**src/hdl/sbsr_pkg.sv**
```systemverilog
// ----------------------------------------------------------------------------
// sbsr_pkg
// Shared types and constants of the servo-bus status responder.
// ----------------------------------------------------------------------------
package sbsr_pkg;

    // Instruction codes and control table addresses
    localparam logic [7:0] INS_PING   = 8'd1;
    localparam logic [7:0] INS_READ   = 8'd2;
    localparam logic [7:0] INS_WRITE  = 8'd3;
    localparam logic [7:0] GOAL_REG   = 8'd30;
    localparam logic [7:0] POS_REG    = 8'd36;
    localparam logic [7:0] MOVING_REG = 8'd46;

    // Status packet constants
    localparam logic [7:0] SYNC_BYTE       = 8'hFF;
    localparam logic [7:0] ERR_INSTRUCTION = 8'h40;
    localparam logic [7:0] ERR_NONE        = 8'h00;
    localparam logic [7:0] LEN_BASE        = 8'd2;

    // Angle scaling
    localparam logic [7:0]  MAX_ANGLE       = 8'd180;
    localparam logic [15:0] GOAL_FULL_SCALE = 16'd1023;
    // floor(x/45) = (x * POS_RECIP) >> POS_SHIFT, exact for x <= 180*256
    localparam logic [15:0] POS_RECIP       = 16'd46604;
    localparam int          POS_SHIFT       = 21;

    // Configuration port
    localparam int CFG_ADDR_W = 3;
    typedef logic [CFG_ADDR_W-3:0] cfg_index_t;
    localparam cfg_index_t REG_SERVO_ID      = 1'b0;
    localparam cfg_index_t REG_MS_PER_DEGREE = 1'b1;
    localparam logic [7:0] SERVO_ID_RESET    = 8'd1;
    localparam logic [7:0] MS_PER_DEG_RESET  = 8'd20;

    // One reply waiting to be serialized
    typedef struct packed {
        logic       err_instr;
        logic [1:0] npar;
        logic [7:0] par0;
        logic [7:0] par1;
    } desc_t;

    // Queue fill status
    typedef struct packed {
        logic full;
        logic empty;
    } q_status_t;

endpackage

```
**src/hdl/sbsr_front.sv**
```systemverilog
// ----------------------------------------------------------------------------
// sbsr_front
// Accepts items, classifies them, keeps time and position state and queues
// one reply descriptor for every instruction that is answered.
// ----------------------------------------------------------------------------
module sbsr_front (
    input  logic                clk,
    input  logic                rst_n,
    input  logic                in_valid,
    output logic                in_ready,
    input  logic                op,
    input  logic                frame_ok,
    input  logic [7:0]          target_id,
    input  logic [7:0]          instr_code,
    input  logic [7:0]          reg_addr,
    input  logic [15:0]         write_value,
    input  logic [7:0]          servo_id,
    input  logic [7:0]          ms_per_degree,
    input  sbsr_pkg::q_status_t q_status,
    output logic                push,
    output sbsr_pkg::desc_t     push_desc
);

    typedef enum logic [2:0] {
        CLS_TICK,
        CLS_IGNORE,
        CLS_PING,
        CLS_GOAL,
        CLS_MOVING,
        CLS_POSITION,
        CLS_BAD
    } item_class_t;

    item_class_t class_in;
    logic [7:0]  goal_in;
    logic [17:0] scaled;
    logic [7:0]  quot0;
    logic [10:0] rem;

    logic        s1_valid_reg;
    item_class_t s1_class_reg;
    logic [7:0]  s1_goal_reg;

    logic [31:0] now_ms_reg;
    logic [7:0]  angle_reg;
    logic [31:0] arrival_reg;

    logic        emits;
    logic        fire;
    logic [7:0]  diff;
    logic [15:0] move_ms;
    logic [31:0] pos_prod;
    logic [10:0] pos_val;

    // Classify the incoming item
    always_comb
    begin
        if (!op)
            class_in = CLS_TICK;
        else if (!frame_ok || target_id != servo_id)
            class_in = CLS_IGNORE;
        else if (instr_code == sbsr_pkg::INS_PING)
            class_in = CLS_PING;
        else if (instr_code == sbsr_pkg::INS_WRITE && reg_addr == sbsr_pkg::GOAL_REG)
            class_in = CLS_GOAL;
        else if (instr_code == sbsr_pkg::INS_READ && reg_addr == sbsr_pkg::MOVING_REG)
            class_in = CLS_MOVING;
        else if (instr_code == sbsr_pkg::INS_READ && reg_addr == sbsr_pkg::POS_REG)
            class_in = CLS_POSITION;
        else
            class_in = CLS_BAD;
    end

    // Goal angle: floor(v*180/1023), max 180; v*180=q*1024+lo=q*1023+(q+lo)
    always_comb
    begin
        scaled = {8'b0, write_value[9:0]} * 18'(sbsr_pkg::MAX_ANGLE);
        quot0  = scaled[17:10];
        rem    = {1'b0, scaled[9:0]} + {3'b0, quot0};
        if (write_value >= sbsr_pkg::GOAL_FULL_SCALE)
            goal_in = sbsr_pkg::MAX_ANGLE;
        else if (rem >= 11'(sbsr_pkg::GOAL_FULL_SCALE))
            goal_in = quot0 + 8'd1;
        else
            goal_in = quot0;
    end

    // Stage handshake: an answered item waits for queue space
    assign emits    = (s1_class_reg != CLS_TICK) && (s1_class_reg != CLS_IGNORE);
    assign fire     = s1_valid_reg && (!emits || !q_status.full);
    assign in_ready = !s1_valid_reg || fire;
    assign push     = fire && emits;

    always_ff @(posedge clk or negedge rst_n)
    begin
        if (!rst_n)
            s1_valid_reg <= 1'b0;
        else if (in_ready)
            s1_valid_reg <= in_valid;
    end

    always_ff @(posedge clk)
    begin
        if (in_valid && in_ready)
        begin
            s1_class_reg <= class_in;
            s1_goal_reg  <= goal_in;
        end
    end

    // Move time and present position
    always_comb
    begin
        diff     = (s1_goal_reg > angle_reg) ? (s1_goal_reg - angle_reg)
                                             : (angle_reg - s1_goal_reg);
        move_ms  = {8'b0, diff} * {8'b0, ms_per_degree};
        pos_prod = {8'b0, angle_reg, 16'b0} >> 8;
        pos_prod = pos_prod * {16'b0, sbsr_pkg::POS_RECIP};
        pos_val  = 11'(pos_prod >> sbsr_pkg::POS_SHIFT);
    end

    // State update
    always_ff @(posedge clk or negedge rst_n)
    begin
        if (!rst_n)
        begin
            now_ms_reg  <= 32'd0;
            angle_reg   <= 8'd0;
            arrival_reg <= 32'd0;
        end
        else if (fire)
        begin
            case (s1_class_reg)
                CLS_TICK:
                begin
                    now_ms_reg <= now_ms_reg + 32'd1;
                end
                CLS_GOAL:
                begin
                    angle_reg   <= s1_goal_reg;
                    arrival_reg <= now_ms_reg + {16'b0, move_ms};
                end
                default:
                begin
                end
            endcase
        end
    end

    // Reply descriptor
    always_comb
    begin
        push_desc = '0;
        case (s1_class_reg)
            CLS_MOVING:
            begin
                push_desc.npar = 2'd1;
                push_desc.par0 = {7'b0, (now_ms_reg < arrival_reg)};
            end
            CLS_POSITION:
            begin
                push_desc.npar = 2'd2;
                push_desc.par0 = pos_val[7:0];
                push_desc.par1 = {5'b0, pos_val[10:8]};
            end
            CLS_BAD:
            begin
                push_desc.err_instr = 1'b1;
            end
            default:
            begin
            end
        endcase
    end

endmodule

```
**src/hdl/sbsr_desc_queue.sv**
```systemverilog
// ----------------------------------------------------------------------------
// sbsr_desc_queue
// Short first-in first-out queue of reply descriptors between the front
// and the serializer; the head is readable in the cycle it is popped.
// ----------------------------------------------------------------------------
module sbsr_desc_queue #(
    parameter int DEPTH = 2
) (
    input  logic                clk,
    input  logic                rst_n,
    input  logic                push,
    input  sbsr_pkg::desc_t     push_desc,
    input  logic                pop,
    output sbsr_pkg::desc_t     head,
    output sbsr_pkg::q_status_t status
);

    localparam int PTR_W = (DEPTH > 1) ? $clog2(DEPTH) : 1;
    localparam int CNT_W = $clog2(DEPTH + 1);
    localparam logic [PTR_W-1:0] LAST_PTR = PTR_W'(DEPTH - 1);
    localparam logic [CNT_W-1:0] FULL_CNT = CNT_W'(DEPTH);

    sbsr_pkg::desc_t  slot_reg [DEPTH];
    logic [PTR_W-1:0] wr_ptr_reg;
    logic [PTR_W-1:0] rd_ptr_reg;
    logic [CNT_W-1:0] count_reg;
    logic             do_push;
    logic             do_pop;

    assign status.full  = (count_reg == FULL_CNT);
    assign status.empty = (count_reg == '0);
    assign do_push      = push && !status.full;
    assign do_pop       = pop && !status.empty;
    assign head         = slot_reg[rd_ptr_reg];

    always_ff @(posedge clk)
    begin
        if (do_push)
            slot_reg[wr_ptr_reg] <= push_desc;
    end

    // Pointers and fill count
    always_ff @(posedge clk or negedge rst_n)
    begin
        if (!rst_n)
        begin
            wr_ptr_reg <= '0;
            rd_ptr_reg <= '0;
            count_reg  <= '0;
        end
        else
        begin
            if (do_push)
                wr_ptr_reg <= (wr_ptr_reg == LAST_PTR) ? '0 : wr_ptr_reg + PTR_W'(1);
            if (do_pop)
                rd_ptr_reg <= (rd_ptr_reg == LAST_PTR) ? '0 : rd_ptr_reg + PTR_W'(1);
            if (do_push && !do_pop)
                count_reg <= count_reg + CNT_W'(1);
            else if (do_pop && !do_push)
                count_reg <= count_reg - CNT_W'(1);
        end
    end

endmodule

```
**src/hdl/sbsr_back.sv**
```systemverilog
// ----------------------------------------------------------------------------
// sbsr_back
// Serializes one reply descriptor at a time into a status packet, with a
// running checksum and a registered output.
// ----------------------------------------------------------------------------
module sbsr_back (
    input  logic                clk,
    input  logic                rst_n,
    input  logic [7:0]          servo_id,
    input  sbsr_pkg::desc_t     head,
    input  sbsr_pkg::q_status_t q_status,
    output logic                pop,
    output logic                busy,
    output logic                out_valid,
    input  logic                out_ready,
    output logic [7:0]          out_byte,
    output logic                last_byte
);

    // Byte positions within a packet
    localparam logic [2:0] BYTE_SYNC0 = 3'd0;
    localparam logic [2:0] BYTE_SYNC1 = 3'd1;
    localparam logic [2:0] BYTE_ID    = 3'd2;
    localparam logic [2:0] BYTE_LEN   = 3'd3;
    localparam logic [2:0] BYTE_ERR   = 3'd4;
    localparam logic [2:0] BYTE_PAR0  = 3'd5;

    logic            cur_valid_reg;
    sbsr_pkg::desc_t cur_desc_reg;
    logic [2:0]      idx_reg;
    logic [7:0]      sum_reg;
    logic            out_valid_reg;
    logic [7:0]      out_byte_reg;
    logic            out_last_reg;

    logic            advance;
    logic            cur_last;
    logic            load;
    logic [7:0]      cur_byte;

    assign advance = cur_valid_reg && (!out_valid_reg || out_ready);
    assign cur_last = (idx_reg == BYTE_PAR0 + {1'b0, cur_desc_reg.npar});
    assign load    = !cur_valid_reg || (advance && cur_last);
    assign pop     = load && !q_status.empty;
    assign busy    = cur_valid_reg;

    // Select the byte at the current position
    always_comb
    begin
        case (idx_reg)
            BYTE_SYNC0, BYTE_SYNC1:
                cur_byte = sbsr_pkg::SYNC_BYTE;
            BYTE_ID:
                cur_byte = servo_id;
            BYTE_LEN:
                cur_byte = {6'b0, cur_desc_reg.npar} + sbsr_pkg::LEN_BASE;
            BYTE_ERR:
                cur_byte = cur_desc_reg.err_instr ? sbsr_pkg::ERR_INSTRUCTION
                                                  : sbsr_pkg::ERR_NONE;
            default:
            begin
                if (cur_last)
                    cur_byte = ~sum_reg;
                else if (idx_reg == BYTE_PAR0)
                    cur_byte = cur_desc_reg.par0;
                else
                    cur_byte = cur_desc_reg.par1;
            end
        endcase
    end

    // Packet sequencing
    always_ff @(posedge clk or negedge rst_n)
    begin
        if (!rst_n)
        begin
            cur_valid_reg <= 1'b0;
            idx_reg       <= BYTE_SYNC0;
        end
        else if (pop)
        begin
            cur_valid_reg <= 1'b1;
            idx_reg       <= BYTE_SYNC0;
        end
        else if (advance && cur_last)
        begin
            cur_valid_reg <= 1'b0;
        end
        else if (advance)
        begin
            idx_reg <= idx_reg + 3'd1;
        end
    end

    // Descriptor and checksum, no reset needed
    always_ff @(posedge clk)
    begin
        if (pop)
            cur_desc_reg <= head;
        if (advance)
        begin
            if (idx_reg == BYTE_ID)
                sum_reg <= cur_byte;
            else
                sum_reg <= sum_reg + cur_byte;
        end
    end

    // Output register
    always_ff @(posedge clk or negedge rst_n)
    begin
        if (!rst_n)
            out_valid_reg <= 1'b0;
        else if (advance)
            out_valid_reg <= 1'b1;
        else if (out_ready)
            out_valid_reg <= 1'b0;
    end

    always_ff @(posedge clk)
    begin
        if (advance)
        begin
            out_byte_reg <= cur_byte;
            out_last_reg <= cur_last;
        end
    end

    assign out_valid = out_valid_reg;
    assign out_byte  = out_byte_reg;
    assign last_byte = out_last_reg;

endmodule

```
**src/hdl/servo_bus_status_responder.sv**
```systemverilog
// ----------------------------------------------------------------------------
// servo_bus_status_responder
// Status packet responder for one device id on a servo bus.
// ----------------------------------------------------------------------------
// The block takes one item per clock unless the front stalls: ticks,
// ignored instructions and answered instructions all enter back to back
// through a one-stage front that updates the time and position state.
// Each answered instruction queues a descriptor, and the packet serializer
// then sends its reply at one byte per cycle while out_ready is high, so
// under a steady stream of answered instructions the sustained rate is set
// by the serializer's output port. A reply passes the front stage register,
// the descriptor queue and the serializer's output register. The queue
// holds QUEUE_DEPTH replies; the front stalls only when it is full.
module servo_bus_status_responder #(
    parameter int QUEUE_DEPTH = 2
) (
    input  logic                          clk,
    input  logic                          rst_n,
    input  logic                          psel,
    input  logic                          penable,
    input  logic                          pwrite,
    input  logic [sbsr_pkg::CFG_ADDR_W-1:0] paddr,
    input  logic [31:0]                   pwdata,
    output logic [31:0]                   prdata,
    output logic                          pready,
    input  logic                          in_valid,
    output logic                          in_ready,
    input  logic                          op,
    input  logic                          frame_ok,
    input  logic [7:0]                    target_id,
    input  logic [7:0]                    instr_code,
    input  logic [7:0]                    reg_addr,
    input  logic [15:0]                   write_value,
    output logic                          out_valid,
    input  logic                          out_ready,
    output logic [7:0]                    out_byte,
    output logic                          last_byte
);

    logic [7:0]           servo_id_reg;
    logic [7:0]           ms_per_degree_reg;
    sbsr_pkg::cfg_index_t cfg_index;
    logic                 cfg_write;

    logic                 push;
    logic                 pop;
    logic                 back_busy;
    sbsr_pkg::desc_t      push_desc;
    sbsr_pkg::desc_t      head;
    sbsr_pkg::q_status_t  q_status;

    // Configuration registers
    assign pready    = 1'b1;
    assign cfg_index = paddr[sbsr_pkg::CFG_ADDR_W-1:2];
    assign cfg_write = psel && penable && pwrite && pready;

    always_ff @(posedge clk or negedge rst_n)
    begin
        if (!rst_n)
        begin
            servo_id_reg      <= sbsr_pkg::SERVO_ID_RESET;
            ms_per_degree_reg <= sbsr_pkg::MS_PER_DEG_RESET;
        end
        else if (cfg_write)
        begin
            case (cfg_index)
                sbsr_pkg::REG_SERVO_ID:      servo_id_reg      <= pwdata[7:0];
                sbsr_pkg::REG_MS_PER_DEGREE: ms_per_degree_reg <= pwdata[7:0];
                default:
                begin
                end
            endcase
        end
    end

    always_comb
    begin
        case (cfg_index)
            sbsr_pkg::REG_SERVO_ID:      prdata = {24'b0, servo_id_reg};
            sbsr_pkg::REG_MS_PER_DEGREE: prdata = {24'b0, ms_per_degree_reg};
            default:                     prdata = 32'd0;
        endcase
    end

    // Front: classify and update state
    sbsr_front u_front (
        .clk           (clk),
        .rst_n         (rst_n),
        .in_valid      (in_valid),
        .in_ready      (in_ready),
        .op            (op),
        .frame_ok      (frame_ok),
        .target_id     (target_id),
        .instr_code    (instr_code),
        .reg_addr      (reg_addr),
        .write_value   (write_value),
        .servo_id      (servo_id_reg),
        .ms_per_degree (ms_per_degree_reg),
        .q_status      (q_status),
        .push          (push),
        .push_desc     (push_desc)
    );

    // Reply descriptor queue
    sbsr_desc_queue #(
        .DEPTH (QUEUE_DEPTH)
    ) u_queue (
        .clk       (clk),
        .rst_n     (rst_n),
        .push      (push),
        .push_desc (push_desc),
        .pop       (pop),
        .head      (head),
        .status    (q_status)
    );

    // Back: packet serializer
    sbsr_back u_back (
        .clk       (clk),
        .rst_n     (rst_n),
        .servo_id  (servo_id_reg),
        .head      (head),
        .q_status  (q_status),
        .pop       (pop),
        .busy      (back_busy),
        .out_valid (out_valid),
        .out_ready (out_ready),
        .out_byte  (out_byte),
        .last_byte (last_byte)
    );

    // Front stalls only on a full queue
    a_stall_only_when_full : assert property (
        @(posedge clk) disable iff (!rst_n)
        !in_ready |-> q_status.full
    ) else $error("front stalled while the descriptor queue had space");

    // Queue fills only while the serializer is sending a packet
    a_full_means_busy : assert property (
        @(posedge clk) disable iff (!rst_n)
        q_status.full |-> back_busy
    ) else $error("descriptor queue full while serializer idle");

    // No push into a full queue
    a_no_overflow : assert property (
        @(posedge clk) disable iff (!rst_n)
        push |-> !q_status.full
    ) else $error("descriptor pushed into a full queue");

    // An idle serializer loads a descriptor right after the queue becomes non-empty
    a_prompt_load : assert property (
        @(posedge clk) disable iff (!rst_n)
        (!back_busy && !q_status.empty) |=> back_busy
    ) else $error("serializer did not take a waiting descriptor");

endmodule

```
**config.mk**
```make
export PLATFORM = sky130hd
export DESIGN_NAME = servo_bus_status_responder
export DESIGN_NICKNAME = d
export VERILOG_FILES = /design/src/hdl/sbsr_pkg.sv /design/src/hdl/sbsr_front.sv /design/src/hdl/sbsr_desc_queue.sv /design/src/hdl/sbsr_back.sv /design/src/hdl/servo_bus_status_responder.sv
export SDC_FILE = /design/constraint.sdc
export NUM_CORES = 1
export LEC_CHECK = 0
export BUFFER_PORTS_ARGS = -buffer_cell sky130_fd_sc_hd__buf_2
export CORE_MARGIN = 2
export CORE_UTILIZATION = 40
export DETAILED_ROUTE_END_ITERATION = 7
export SETUP_SLACK_MARGIN = 0.4
export SLEW_MARGIN = 15
export SYNTH_ARGS = -nofsm -noshare
export SYNTH_HDL_FRONTEND = slang
export SYNTH_HIERARCHICAL = 1
export SYNTH_SLANG_ARGS = --single-unit
```
**constraint.sdc**
```tcl
create_clock -name clk -period 13.3 [get_ports clk]
set_input_delay 1.33 -clock clk [delete_from_list [all_inputs] [get_ports clk]]
set_output_delay 1.33 -clock clk [all_outputs]
set_load 0.01 [all_outputs]
```
==> flow_summary.yaml <==
sta:
  finalCritPeriodShare: 0.640
  maxSlewViolCount: 0
  setup_violations: 0
  min_period_ps: 8520
  tightest_slew_ps: 1190
  slew_headroom: 0.199
  fin_skew_ps: 14.5
  final.setup.tns_ps: 0
  hold_viol_final: 0
  rsz0062_at_grt: "no"
  fmax_mhz: 117
  finalWorstSetupSlack_ps: 4780
synth:
  synth.top_cells.by_area: "edfxtp_1 16%, ha_1 15%, dfrtp_1 15%"
  synth_warnings: 6
  syn_area_um2: 16300
  synth-edff-count: 85
  yosysTopAreaCellShare: 0.156
  synthCells: 1656
  synth_seq_cells: 183
  synth_common_cells: "251 x inv_1, 195 x ha_1, 134 x nand2_1"
  ys_types: 85
  yosysMostFrequentCell: "inv_1"
  ys_async_sr_fraction: 0.536
  dominantRegCellSynth: "dfrtp_1"
  seq_area_frac_synth: 0.307
  synth_top_cell_by_area: "edfxtp_1"
  avgSynthCellArea_um2: 9.86
setup_path:
  cp_common_cell: "fa_1"
  crit_required_ps: 13660
  cpPeakStageDelay_ps: 930
  r2r_end: "u_front/arrival_reg[29]$_DFFE_PN0P_"
  crit_type: "reg2reg"
  critPathArrivalTime_ps: 8870
  cp_cell_sequence: "ha_1 > and3_1 > a2111oi_2 > a21oi_1 > mux2i_2 > nor3b_1 > a211oi_1 > nand2_1 > fa_1 > fa_1 > inv_1 > fa_1 > fa_1 > inv_1 > ha_1 > nand2_1 > o21ai_0 > a21oi_1 > a31oi_1 > o2111ai_1 > xor2_1 > o21ai_0"
  cp-start-kind: "register"
  crit_start: "u_front/angle_reg[5]$_DFFE_PN0P_"
  cp_num_buf_inv: 2
  critPathCaptureType: "register"
  r2r-start: "u_front/angle_reg[5]$_DFFE_PN0P_"
  r2r_slack_ps: 4780
  critPathTopFamily: "adder cells"
  crit_path_max_fanout: 34
  worstRegToRegCells: 22
  slowest_stage: "ha_1"
grt:
  track_usage: 0.165
  grt_pass1_wl_mm: 56.5
  first_global_vias: 11418
  grt.overflow.total: 0
  grt_max_degree: 59
  grt_antenna_before_repair: 0
floorplanning:
  io-pin-count: 128
  die_area_um2: 42500
  rows: 74
  die_x_um: 206
  start_util: 0.403
  core_area_um2: 40600
  die_h_um: 206
clock_tree:
  postCtsHoldBufs: 0
  numCtsBuffers: 17
  root_buffer: "clkbuf_16"
  cts_setup_buffers: 0
  cts_tree: "built"
  clkSinkCount: 183
  clk_path_buf_depth: 2
  htreeDepth: 4
  cts.repair.resized: 0
  insertion_delay_ps: 440
  path_clk_slew_ps: 70
detailed_routing:
  drc: 0
  met2_length_mm: 16.4
  viasPerCell: 5.12
  ant_nets: 0
  drt_pass1_iterations: 5
  met1Wirelength_mm: 16.3
  routed_wl_mm: 33.9
  routedWlPerCell_um: 15.0
  wl_met3_um: 896
  first_iter_violations: 586
  num_vias: 11565
  highest_layer: "met4"
worst_hold_path:
  hold_depth: 2
  min_from: "u_front/arrival_reg[25]$_DFFE_PN0P_"
  hold_path_class: "reg2reg"
  hold_path_end: "u_front/arrival_reg[25]$_DFFE_PN0P_"
placed_design:
  hpwlAfterDp_mm: 26.3
  place.gp.congestion: 0.838
  portBuffers: 76
  dp_slack_ps: 4670
job:
  maxCapViolCount: 0
layout:
  largest_register_ff_count: 38
  drive_gt1_frac: 0.107
  final_nets: 2076
  syn_to_final_growth_pct: 8.11
  diodes: 0
outcome:
  status: "complete, no violations"
## worst min-delay path: stages, from the launching register on
cell     delay (ps)
dfrtp_1         340
nand2_1          40
o21ai_0          60
## metrics by stage
stage                     utilization  instance area, um2  hold WS (ps)  std cells
final                           0.435               17700           481       2257
after global routing            0.435               17700           500       2257
after CTS                       0.435               17700           486       2257
after detailed placement        0.422               17100           471       2225
after global placement          0.422               17100           462       2225
after floorplan                     -               16400           447       1683
## cell usage in the layout, fill, tap and decap left out, drive strengths merged, types with 6 or more instances in the layout
cell	netlist	routed
a211oi	17	17
a21o	20	20
a21oi	55	55
and2	30	30
and3	17	17
and3b	6	6
and4	6	6
buf	45	83
clkbuf	28	18
clkinvlp	0	6
conb	3	30
dfrtp	95	95
edfxtp	85	85
fa	85	85
ha	195	195
inv	251	256
mux2	57	57
mux2i	27	27
nand2	136	136
nand2b	22	22
nand3	37	37
nand3b	7	7
nand4	24	24
nor2	41	41
nor2b	15	15
nor3	32	32
nor3b	8	8
nor4	6	6
o2111ai	10	10
o211ai	6	6
o21a	13	13
o21ai	80	80
o21bai	10	10
o31ai	9	9
or2	6	6
or3	10	10
xnor2	58	58
xor2	36	36
## how the worst max path moves through the flow
| stage | end | slack (ps) | cells after the start |
|---|---|---|---|
| after floorplan | u_front/arrival_reg[20]$_DFFE_PN0P_ | 6590 | 25 |
| after global placement | u_front/arrival_reg[31]$_DFFE_PN0P_ | 4810 | 22 |
| after detailed placement | u_front/arrival_reg[29]$_DFFE_PN0P_ | 4670 | 22 |
| after CTS | u_front/arrival_reg[29]$_DFFE_PN0P_ | 4610 | 22 |
| after global routing | u_front/arrival_reg[28]$_DFFE_PN0P_ | 4320 | 25 |
| final | u_front/arrival_reg[29]$_DFFE_PN0P_ | 4780 | 22 |
## final cells by class
class	instances	area, um2
multi-input combinational	1176	10100
clock buffer	18	429
timing repair buffer	83	435
clock inverter	14	121
tap	532	666
fill	3870	22900
sequential	183	5010
inverter	251	942
## cell families (layout without fill, tap and decap cells)
kind of cell | Yosys count | after routing | synth area share
compound gates | 271 | 271 | 0.112
mux | 84 | 84 | 0.0558
buf+inv | 324 | 366 | 0.0841
other cells | 3 | 30 | 0.000689
fa+ha+maj | 280 | 280 | 0.254
xor+xnor | 94 | 94 | 0.0504
simple gates | 417 | 417 | 0.137
flops | 183 | 183 | 0.307
## metal layers
layer,vias to the layer above,global-route usage
met4,0,0.0385
met1,5620,0.221
met2,178,0.286
met3,21,0.0184
li1,5746,-
met5,-,0
Power is left out: the tool's default activity adds up to more than one toggle a clock period on the data nets, which glitch-free logic cannot reach.
